$ cat src/sv/asrt_pkg.sv
// ---------------------------------------------------------------------------
// Ascending sorter package
// Shared widths, defaults and the command struct that drives the cell chain.
// ---------------------------------------------------------------------------
package asrt_pkg;

   // Width of one sample and of one sorted value.
   localparam int DATA_W = 32;

   // Default number of cells in the chain.
   localparam int CAPACITY_DEF = 16;

   // Command broadcast from the controller to every cell.
   typedef struct packed {
      logic insert;   // place the broadcast sample in sorted position
      logic shift;    // move every value one cell towards the head
   } asrt_cmd_type;

endpackage

$ cat src/sv/asrt_cell.sv
// ---------------------------------------------------------------------------
// Ascending sorter cell
// Holds one value of the sorted chain. On insert it compares the broadcast
// sample with its own value and either keeps it, takes the sample or takes
// the value of its left neighbour. On shift it takes its right neighbour.
// ---------------------------------------------------------------------------
module asrt_cell (
   input  logic                              clock,
   input  logic                              reset,
   input  asrt_pkg::asrt_cmd_type            cmd,
   input  logic signed [asrt_pkg::DATA_W-1:0] sample,
   input  logic                              left_lt,
   input  logic signed [asrt_pkg::DATA_W-1:0] left_val,
   input  logic                              left_vld,
   input  logic signed [asrt_pkg::DATA_W-1:0] right_val,
   input  logic                              right_vld,
   output logic signed [asrt_pkg::DATA_W-1:0] val,
   output logic                              vld,
   output logic                              lt
);
   import asrt_pkg::*;

   logic signed [DATA_W-1:0] val_ff;
   logic signed [DATA_W-1:0] val_in;
   logic                     vld_ff;
   logic                     vld_in;

   // An empty cell behaves as plus infinity, so the sample goes before it.
   assign lt = !vld_ff || (sample < val_ff);

   // Next value: drain shift, insertion, or hold.
   always_comb begin
      val_in = val_ff;
      vld_in = vld_ff;
      if (cmd.shift) begin
         val_in = right_val;
         vld_in = right_vld;
      end else if (cmd.insert && lt) begin
         if (left_lt) begin
            val_in = left_val;
            vld_in = left_vld;
         end else begin
            val_in = sample;
            vld_in = 1'b1;
         end
      end
   end

   // The valid bit is control state; the value needs no reset.
   always_ff @(posedge clock) begin
      if (reset) begin
         vld_ff <= 1'b0;
      end else begin
         vld_ff <= vld_in;
      end
      val_ff <= val_in;
   end

   assign val = val_ff;
   assign vld = vld_ff;

endmodule

$ cat src/sv/ascending_sorter_core.sv
// ---------------------------------------------------------------------------
// Ascending sorter core
// Loads signed samples into a chain of sorting cells, one beat per cycle
// while loading; after the final beat it drains them in ascending order.
// ---------------------------------------------------------------------------
// Load: one request beat per cycle; a sample taken while the chain has room
//   lands in sorted position in the cell chain in the cycle it is accepted
//   (parallel compare per cell). Drain: after the final beat the state
//   register, then the output register, present the first result, then one
//   result per cycle while the consumer keeps up.
// Reset empties the chain and clears the fill count and the drop flag.
module ascending_sorter_core #(
   parameter int CAPACITY = asrt_pkg::CAPACITY_DEF
) (
   input  logic                               clock,
   input  logic                               reset,
   input  logic                               req_valid,
   output logic                               req_ready,
   input  logic signed [asrt_pkg::DATA_W-1:0] req_sample,
   input  logic                               req_final_item,
   output logic                               rsp_valid,
   input  logic                               rsp_ready,
   output logic signed [asrt_pkg::DATA_W-1:0] rsp_ordered_value,
   output logic                               rsp_run_end,
   output logic                               rsp_overflowed
);
   import asrt_pkg::*;

   localparam int CNT_W = $clog2(CAPACITY + 1);

   typedef enum logic {
      ST_LOAD,
      ST_DRAIN
   } state_type;

   state_type                state_ff;
   logic [CNT_W-1:0]         fill_cnt_ff;
   logic [CNT_W-1:0]         remain_ff;
   logic                     drop_ff;
   logic                     run_ovf_ff;
   logic                     rsp_valid_ff;
   logic signed [DATA_W-1:0] rsp_value_ff;
   logic                     rsp_end_ff;
   logic                     rsp_ovf_ff;

   asrt_cmd_type             cmd;
   logic                     req_beat;
   logic                     full;
   logic                     take;

   logic signed [DATA_W-1:0] cell_val [CAPACITY];
   logic [CAPACITY-1:0]      cell_vld;
   logic [CAPACITY-1:0]      cell_lt;

   // Handshake and chain commands.
   assign req_ready  = (state_ff == ST_LOAD);
   assign req_beat   = req_valid && req_ready;
   assign full       = (fill_cnt_ff == CNT_W'(CAPACITY));
   assign take       = (state_ff == ST_DRAIN) && (remain_ff != '0)
                       && (!rsp_valid_ff || rsp_ready);
   assign cmd.insert = req_beat && !full;
   assign cmd.shift  = take;

   // Chain of sorting cells, head at index zero holding the smallest value.
   for (genvar i = 0; i < CAPACITY; i++) begin : g_cell
      logic                     left_lt;
      logic signed [DATA_W-1:0] left_val;
      logic                     left_vld;
      logic signed [DATA_W-1:0] right_val;
      logic                     right_vld;

      if (i == 0) begin : g_head
         assign left_lt  = 1'b0;
         assign left_val = '0;
         assign left_vld = 1'b0;
      end else begin : g_body_l
         assign left_lt  = cell_lt[i-1];
         assign left_val = cell_val[i-1];
         assign left_vld = cell_vld[i-1];
      end

      if (i == CAPACITY - 1) begin : g_tail
         assign right_val = '0;
         assign right_vld = 1'b0;
      end else begin : g_body_r
         assign right_val = cell_val[i+1];
         assign right_vld = cell_vld[i+1];
      end

      asrt_cell u_cell (
         .clock     (clock),
         .reset     (reset),
         .cmd       (cmd),
         .sample    (req_sample),
         .left_lt   (left_lt),
         .left_val  (left_val),
         .left_vld  (left_vld),
         .right_val (right_val),
         .right_vld (right_vld),
         .val       (cell_val[i]),
         .vld       (cell_vld[i]),
         .lt        (cell_lt[i])
      );
   end

   // Controller: load counting, drain sequencing and the output register.
   always_ff @(posedge clock) begin
      if (reset) begin
         state_ff     <= ST_LOAD;
         fill_cnt_ff  <= '0;
         remain_ff    <= '0;
         drop_ff      <= 1'b0;
         run_ovf_ff   <= 1'b0;
         rsp_valid_ff <= 1'b0;
      end else begin
         if (take) begin
            rsp_valid_ff <= 1'b1;
         end else if (rsp_valid_ff && rsp_ready) begin
            rsp_valid_ff <= 1'b0;
         end
         unique case (state_ff)
            ST_LOAD: begin
               if (req_beat) begin
                  if (req_final_item) begin
                     state_ff    <= ST_DRAIN;
                     remain_ff   <= full ? fill_cnt_ff : fill_cnt_ff + CNT_W'(1);
                     run_ovf_ff  <= drop_ff || full;
                     fill_cnt_ff <= '0;
                     drop_ff     <= 1'b0;
                  end else if (full) begin
                     drop_ff <= 1'b1;
                  end else begin
                     fill_cnt_ff <= fill_cnt_ff + CNT_W'(1);
                  end
               end
            end
            ST_DRAIN: begin
               if (take) begin
                  remain_ff <= remain_ff - CNT_W'(1);
                  if (remain_ff == CNT_W'(1)) begin
                     state_ff <= ST_LOAD;
                  end
               end
            end
            default: begin
               state_ff <= ST_LOAD;
            end
         endcase
      end
      // Result payload, loaded from the head cell as it shifts out.
      if (take) begin
         rsp_value_ff <= cell_val[0];
         rsp_end_ff   <= (remain_ff == CNT_W'(1));
         rsp_ovf_ff   <= run_ovf_ff;
      end
   end

   assign rsp_valid         = rsp_valid_ff;
   assign rsp_ordered_value = rsp_value_ff;
   assign rsp_run_end       = rsp_end_ff;
   assign rsp_overflowed    = rsp_ovf_ff;

   // The fill count never passes the chain length.
   a_fill_bound: assert property (@(posedge clock) disable iff (reset)
      fill_cnt_ff <= CNT_W'(CAPACITY))
      else $error("fill count beyond capacity");

   // Occupied cells match the count the controller keeps.
   a_occupancy: assert property (@(posedge clock) disable iff (reset)
      $countones(cell_vld) == ((state_ff == ST_LOAD) ? int'(fill_cnt_ff)
                                                      : int'(remain_ff)))
      else $error("cell occupancy disagrees with controller count");

   // The end of a run is shown as the last value leaves the chain.
   a_end_empty: assert property (@(posedge clock) disable iff (reset)
      take && (remain_ff == CNT_W'(1)) |=> rsp_valid_ff && rsp_end_ff
         && remain_ff == '0 && state_ff == ST_LOAD)
      else $error("run end shown with values still in the chain");

   // The final beat always starts a drain.
   a_final_drains: assert property (@(posedge clock) disable iff (reset)
      req_beat && req_final_item |=> state_ff == ST_DRAIN && remain_ff != '0)
      else $error("final beat did not start a drain");

endmodule
$ cat config.mk
export PLATFORM = sky130hd
export DESIGN_NAME = ascending_sorter_core
export DESIGN_NICKNAME = d
export VERILOG_FILES = /design/src/sv/asrt_pkg.sv /design/src/sv/asrt_cell.sv /design/src/sv/ascending_sorter_core.sv
export SDC_FILE = /design/constraint.sdc
export NUM_CORES = 2
export LEC_CHECK = 0
export BUFFER_PORTS_ARGS = -buffer_cell sky130_fd_sc_hd__buf_2
export CAP_MARGIN = 0
export CORE_ASPECT_RATIO = 1.2
export CORE_MARGIN = 2
export CORE_UTILIZATION = 40
export DETAILED_ROUTE_END_ITERATION = 7
export PLACE_DENSITY = 0.56
export SLEW_MARGIN = 40
export SYNTH_ARGS = -nofsm -noshare
export SYNTH_HDL_FRONTEND = slang
export SYNTH_SLANG_ARGS = --single-unit
$ cat constraint.sdc
create_clock -name clock -period 12.2 [get_ports clock]
set_clock_uncertainty 0.2 [all_clocks]
set_input_delay 2.44 -clock clock [delete_from_list [all_inputs] [get_ports clock]]
set_output_delay 2.44 -clock clock [all_outputs]
set_load 0.02 [all_outputs]
==> results.cfg <==
[yosys]
post_synth_xor_area_fraction_pct = 0.110
count_of_flip_flops_with_a_built_in_enable_after_synthesis = 514
yosys_warnings = 0
synth_ff_type = sky130_fd_sc_hd__edfxtp_1
postSynth.asyncResetShare_pct = 0
synth.area.mux_share_pct = 4.95
mappedNetlistArea_um2 = 40000
post_synth.cell_area_avg_um2 = 9.83
synth.yosys.seq_area_share_pct = 41.7
adder_and_majority_cell_fraction_of_the_synthesized_area_pct = 15.7
combinational_family_with_the_most_area_after_synthesis = compound AO/OA/AOI/OAI gates
postSynthCellCount = 4066
synth_compound_area_share_pct = 18.6
synth-simple-area-share_pct = 11.1
synth.lib_cells_used.distinct = 73
yosys_register_bits = 576
post_synthesis_net_count = 4603

[sta]
final-setup-viol-count = 0
slew-limit-headroom_pct = 40.9
hold_ws_ns = 0.264
fin_hold_viols = 0
finalCriticalPeriod_ns = 6.40
fraction_of_the_cycle_the_final_worst_path_needs_pct = 52.5
rsz_0062_raised_after_global_routing = false
worstMarginPinSlew_ns = 0.887
setup-tns-final_ns = 0
maxSlewViolCount = 0
max_freq_ghz = 0.156

[floorplanning]
die_width_um = 293
full_die_area_um2 = 102000
std_cell_rows = 127
initial_core_util_pct = 40.2
ioPinCount = 73
placeableCoreArea_um2 = 99500
die_h_um = 350

[clocking]
post_cts_hold_buffer_count = 0
clock-sinks = 576
tritoncts_clock_tree = yes
cts_post_setup_buffers_inserted = 0
clock_tree.htree_level_count = 3
clock_path_buffers = 3
clock_network_latency_to_the_later_pin_of_the_worst_skew_pair_ns = 0.64
cts_resized = 0
cts_root_buffer = sky130_fd_sc_hd__clkbuf_16
clkTransAtPathRegs_ns = 0.06
numCtsBuffers = 67

[worst_setup_path]
worstPathArrival_ns = 6.47
r2r_cells = 12
critical-path-top-delay-family = compound AO/OA/AOI/OAI gates
worstSetupStartpointType = input port
timing.setup.critical_path_class = in -> reg
required_time_of_the_critical_path_ns = 12.26
r2r_end = g_cell[4].u_cell.val[7]$_DFFE_PP_
worst_setup_path_end_kind = flip-flop
cp_cell_sequence = buf_2 > ha_1 > a21o_1 > a2111oi_0 > o221ai_1 > a21oi_1 > o221ai_1 > a31oi_4 > buf_4 > nand2_1 > nand2_1 > buf_4
worst-path-max-fanout = 65
start_of_the_worst_register_to_register_path = g_cell[4].u_cell.val[13]$_DFFE_PP_
worst_path_max_delay_cell = sky130_fd_sc_hd__a2111oi_0
cpPeakStageDelay_ns = 0.67
cp_num_buf_inv = 3
rrSetupSlack_ns = 7.71

[drt]
firstDrtPassIters = 5
route.final.wire_length_um = 114000
via_per_inst = 5.84
final_antenna_net_count = 0
detail_route.iter0.violations = 2247
drc = 0
post_drt_wl_per_cell_um = 21.4
detailroute.via_count = 31200

[global_routing]
grt_overflow_total = 0
grt_pass1_wl_um = 180000
maximum_number_of_pins_on_one_net_before_global_route_repair = 196
number_of_antenna_violations_at_the_first_check_in_global_routing = 1
number_of_global_route_vias_before_repair = 32000
grtUsageTotal_pct = 22.1

[placed_design]
place.detailed.instances = 5227
port_buffers = 72
gp_congestion = 0.842
placement.cell_area_um2 = 41600
dp_hpwl_um = 82600

[pwr]
total_design_power_mw = 7.41
p_leak_nw = 18.6
max-vdd-ir-drop_v = 0.0000901
total_power_density_per_cell_area_nw_per_um2 = 169

[worst_hold_path]
timing.hold.worst_path_depth = 0
worstHoldEndpoint = rsp_overflowed$_DFFE_PP_
min-delay-path-class = reg -> reg
timing.hold.worst.start = run_ovf_ff$_SDFFE_PP0P_

[cells_and_area]
finished_cell_area_um2 = 43800
stdcell_count = 5352
num_antenna_cells = 0
design.final.nets = 4545
area_growth_pct = 9.55
layout-drive-gt1-share_pct = 7.31

[run_status]
status = completed

[job]
cap_viol_max_count = 0
## cell type report
type                    instances  area (um2)
inverters                     528        1990
multi-input cells            2701       20400
clock inverters                32         269
well taps                    1290        1610
repair buffers                134         963
clock buffers                  91        1890
fillers                      9600       55700
flip-flops and latches        576       16700
## worst max path at each step
| stage | slack [ns] | end | startpoint | cells after the start |
|---|---|---|---|---|
| 2_1_floorplan | 5.25 | g_cell[1].u_cell.val[0]$_DFFE_PP_ | req_sample[29] | 8 |
| 3_3_place_gp | 5.38 | g_cell[4].u_cell.val[5]$_DFFE_PP_ | req_sample[13] | 12 |
| 3_5_place_dp | 5.27 | g_cell[4].u_cell.val[5]$_DFFE_PP_ | req_sample[13] | 12 |
| 4_1_cts | 5.90 | g_cell[4].u_cell.val[6]$_DFFE_PP_ | req_sample[13] | 12 |
| 5_1_grt | 5.60 | g_cell[4].u_cell.val[1]$_DFFE_PP_ | req_sample[13] | 12 |
| 6_report | 5.80 | g_cell[4].u_cell.val[7]$_DFFE_PP_ | req_sample[13] | 12 |
## routing by layer
layer	part of all wire [%]	vias up	global-route usage, %	wire length, um
met5	0.010	-	0	12
met4	2.9	2	7.49	3300
met3	3.5	194	2.01	4000
met2	52	576	41.0	59700
met1	41	15300	26.8	47500
li1	-	15200	-	-
## Yosys cell counts (5+ instances only)
| master | count | area (um2) |
|---|---|---|
| sky130_fd_sc_hd__a21o_1 | 111 | 833 |
| sky130_fd_sc_hd__a21oi_1 | 161 | 806 |
| sky130_fd_sc_hd__mux2i_1 | 192 | 1920 |
| sky130_fd_sc_hd__a31oi_1 | 11 | 68.8 |
| sky130_fd_sc_hd__clkbuf_1 | 165 | 619 |
| sky130_fd_sc_hd__o221ai_1 | 255 | 2230 |
| sky130_fd_sc_hd__buf_4 | 11 | 82.6 |
| sky130_fd_sc_hd__buf_2 | 73 | 365 |
| sky130_fd_sc_hd__nand4_1 | 81 | 507 |
| sky130_fd_sc_hd__nor4_1 | 12 | 75.1 |
| sky130_fd_sc_hd__o21a_1 | 14 | 105 |
| sky130_fd_sc_hd__a221oi_1 | 7 | 61.3 |
| sky130_fd_sc_hd__o2111ai_1 | 8 | 70.1 |
| sky130_fd_sc_hd__a22oi_1 | 5 | 37.5 |
| sky130_fd_sc_hd__a211oi_1 | 61 | 458 |
| sky130_fd_sc_hd__o221a_2 | 32 | 360 |
| sky130_fd_sc_hd__nand2b_1 | 24 | 150 |
| sky130_fd_sc_hd__buf_6 | 6 | 67.6 |
| sky130_fd_sc_hd__o21ai_1 | 116 | 581 |
| sky130_fd_sc_hd__buf_1 | 6 | 22.5 |
| sky130_fd_sc_hd__inv_1 | 527 | 1980 |
| sky130_fd_sc_hd__o21ai_0 | 177 | 886 |
| sky130_fd_sc_hd__o211a_1 | 7 | 70.1 |
| sky130_fd_sc_hd__o211ai_1 | 10 | 75.1 |
| sky130_fd_sc_hd__a2111oi_0 | 12 | 105 |
| sky130_fd_sc_hd__nand3_1 | 286 | 1430 |
| sky130_fd_sc_hd__nand3b_1 | 5 | 37.5 |
| sky130_fd_sc_hd__nand2_1 | 302 | 1130 |
| sky130_fd_sc_hd__and4_1 | 7 | 61.3 |
| sky130_fd_sc_hd__dfxtp_1 | 62 | 1240 |
| sky130_fd_sc_hd__a211o_1 | 39 | 342 |
| sky130_fd_sc_hd__nor2b_1 | 8 | 50.1 |
| sky130_fd_sc_hd__ha_1 | 500 | 6260 |
| sky130_fd_sc_hd__nor3_1 | 74 | 370 |
| sky130_fd_sc_hd__nor2_1 | 111 | 417 |
| sky130_fd_sc_hd__or3_1 | 11 | 68.8 |
| sky130_fd_sc_hd__edfxtp_1 | 514 | 15400 |
## cells by family after synthesis
logic type / after synthesis
muxes: 195
adders and majority gates: 500
AOI/OAI and AO/OA: 1063
xor gates and xnor gates: 5
DFF: 576
and+or+nand+nor: 938
buffers and inverters: 789
## stage by stage
stage	util [%]	setup WS, ns
floorplan	-	5.25
global placement	41.7	5.38
detailed placement	41.8	5.27
CTS	43.9	5.90
global route	44.0	5.60
finish	44.0	5.80
## registers in the layout, indices dropped and copies added, names as in the netlist
name,flops
drop_ff,1
fill_cnt_ff,5
g_cell.u_cell.val,512
g_cell.u_cell.vld,16
remain_ff,5
rsp_ordered_value,32
rsp_overflowed,1
rsp_run_end,1
rsp_valid,1
run_ovf_ff,1
state_ff,1
## power breakdown
part	switching, mW	leakage, nW	internal, mW
clock network	0.883	1.05	1.16
registers	0.285	5.50	2.74
logic	1.42	12.0	0.917
## worst reg2reg max path: cells and delay by family, from the launching register on
family | cells | cell delay, ns
adders and majority gates | 1 | 0.23
and+or+nand+nor | 2 | 0.26
DFF | 1 | 0.44
AOI/OAI and AO/OA | 6 | 1.93
buffers and inverters | 3 | 1.06
## placed cells by master, fill, tap and decap left out, types with 10 or more instances in the layout
cell type                   instances
sky130_fd_sc_hd__dfxtp_1           62
sky130_fd_sc_hd__nand2b_1          23
sky130_fd_sc_hd__buf_4             47
sky130_fd_sc_hd__clkbuf_1          14
sky130_fd_sc_hd__clkbuf_16         69
sky130_fd_sc_hd__nand3_1          284
sky130_fd_sc_hd__ha_1             500
sky130_fd_sc_hd__nor4_1            12
sky130_fd_sc_hd__or3_1             11
sky130_fd_sc_hd__a211oi_1          61
sky130_fd_sc_hd__nand2_1          302
sky130_fd_sc_hd__a21o_1           110
sky130_fd_sc_hd__edfxtp_1         514
sky130_fd_sc_hd__o21ai_0          171
sky130_fd_sc_hd__clkinv_1          13
sky130_fd_sc_hd__nor2_1           107
sky130_fd_sc_hd__inv_1            526
sky130_fd_sc_hd__nor3_1            73
sky130_fd_sc_hd__o221ai_1         255
sky130_fd_sc_hd__nand4_1           81
sky130_fd_sc_hd__a21oi_1          161
sky130_fd_sc_hd__a2111oi_0         12
sky130_fd_sc_hd__mux2i_1          192
sky130_fd_sc_hd__o21a_1            14
sky130_fd_sc_hd__buf_2             72
sky130_fd_sc_hd__o21ai_1          115
sky130_fd_sc_hd__o221a_2           32
sky130_fd_sc_hd__a211o_1           39
sky130_fd_sc_hd__o211ai_1          10
Note: power is estimated with default switching activity, not from simulation.
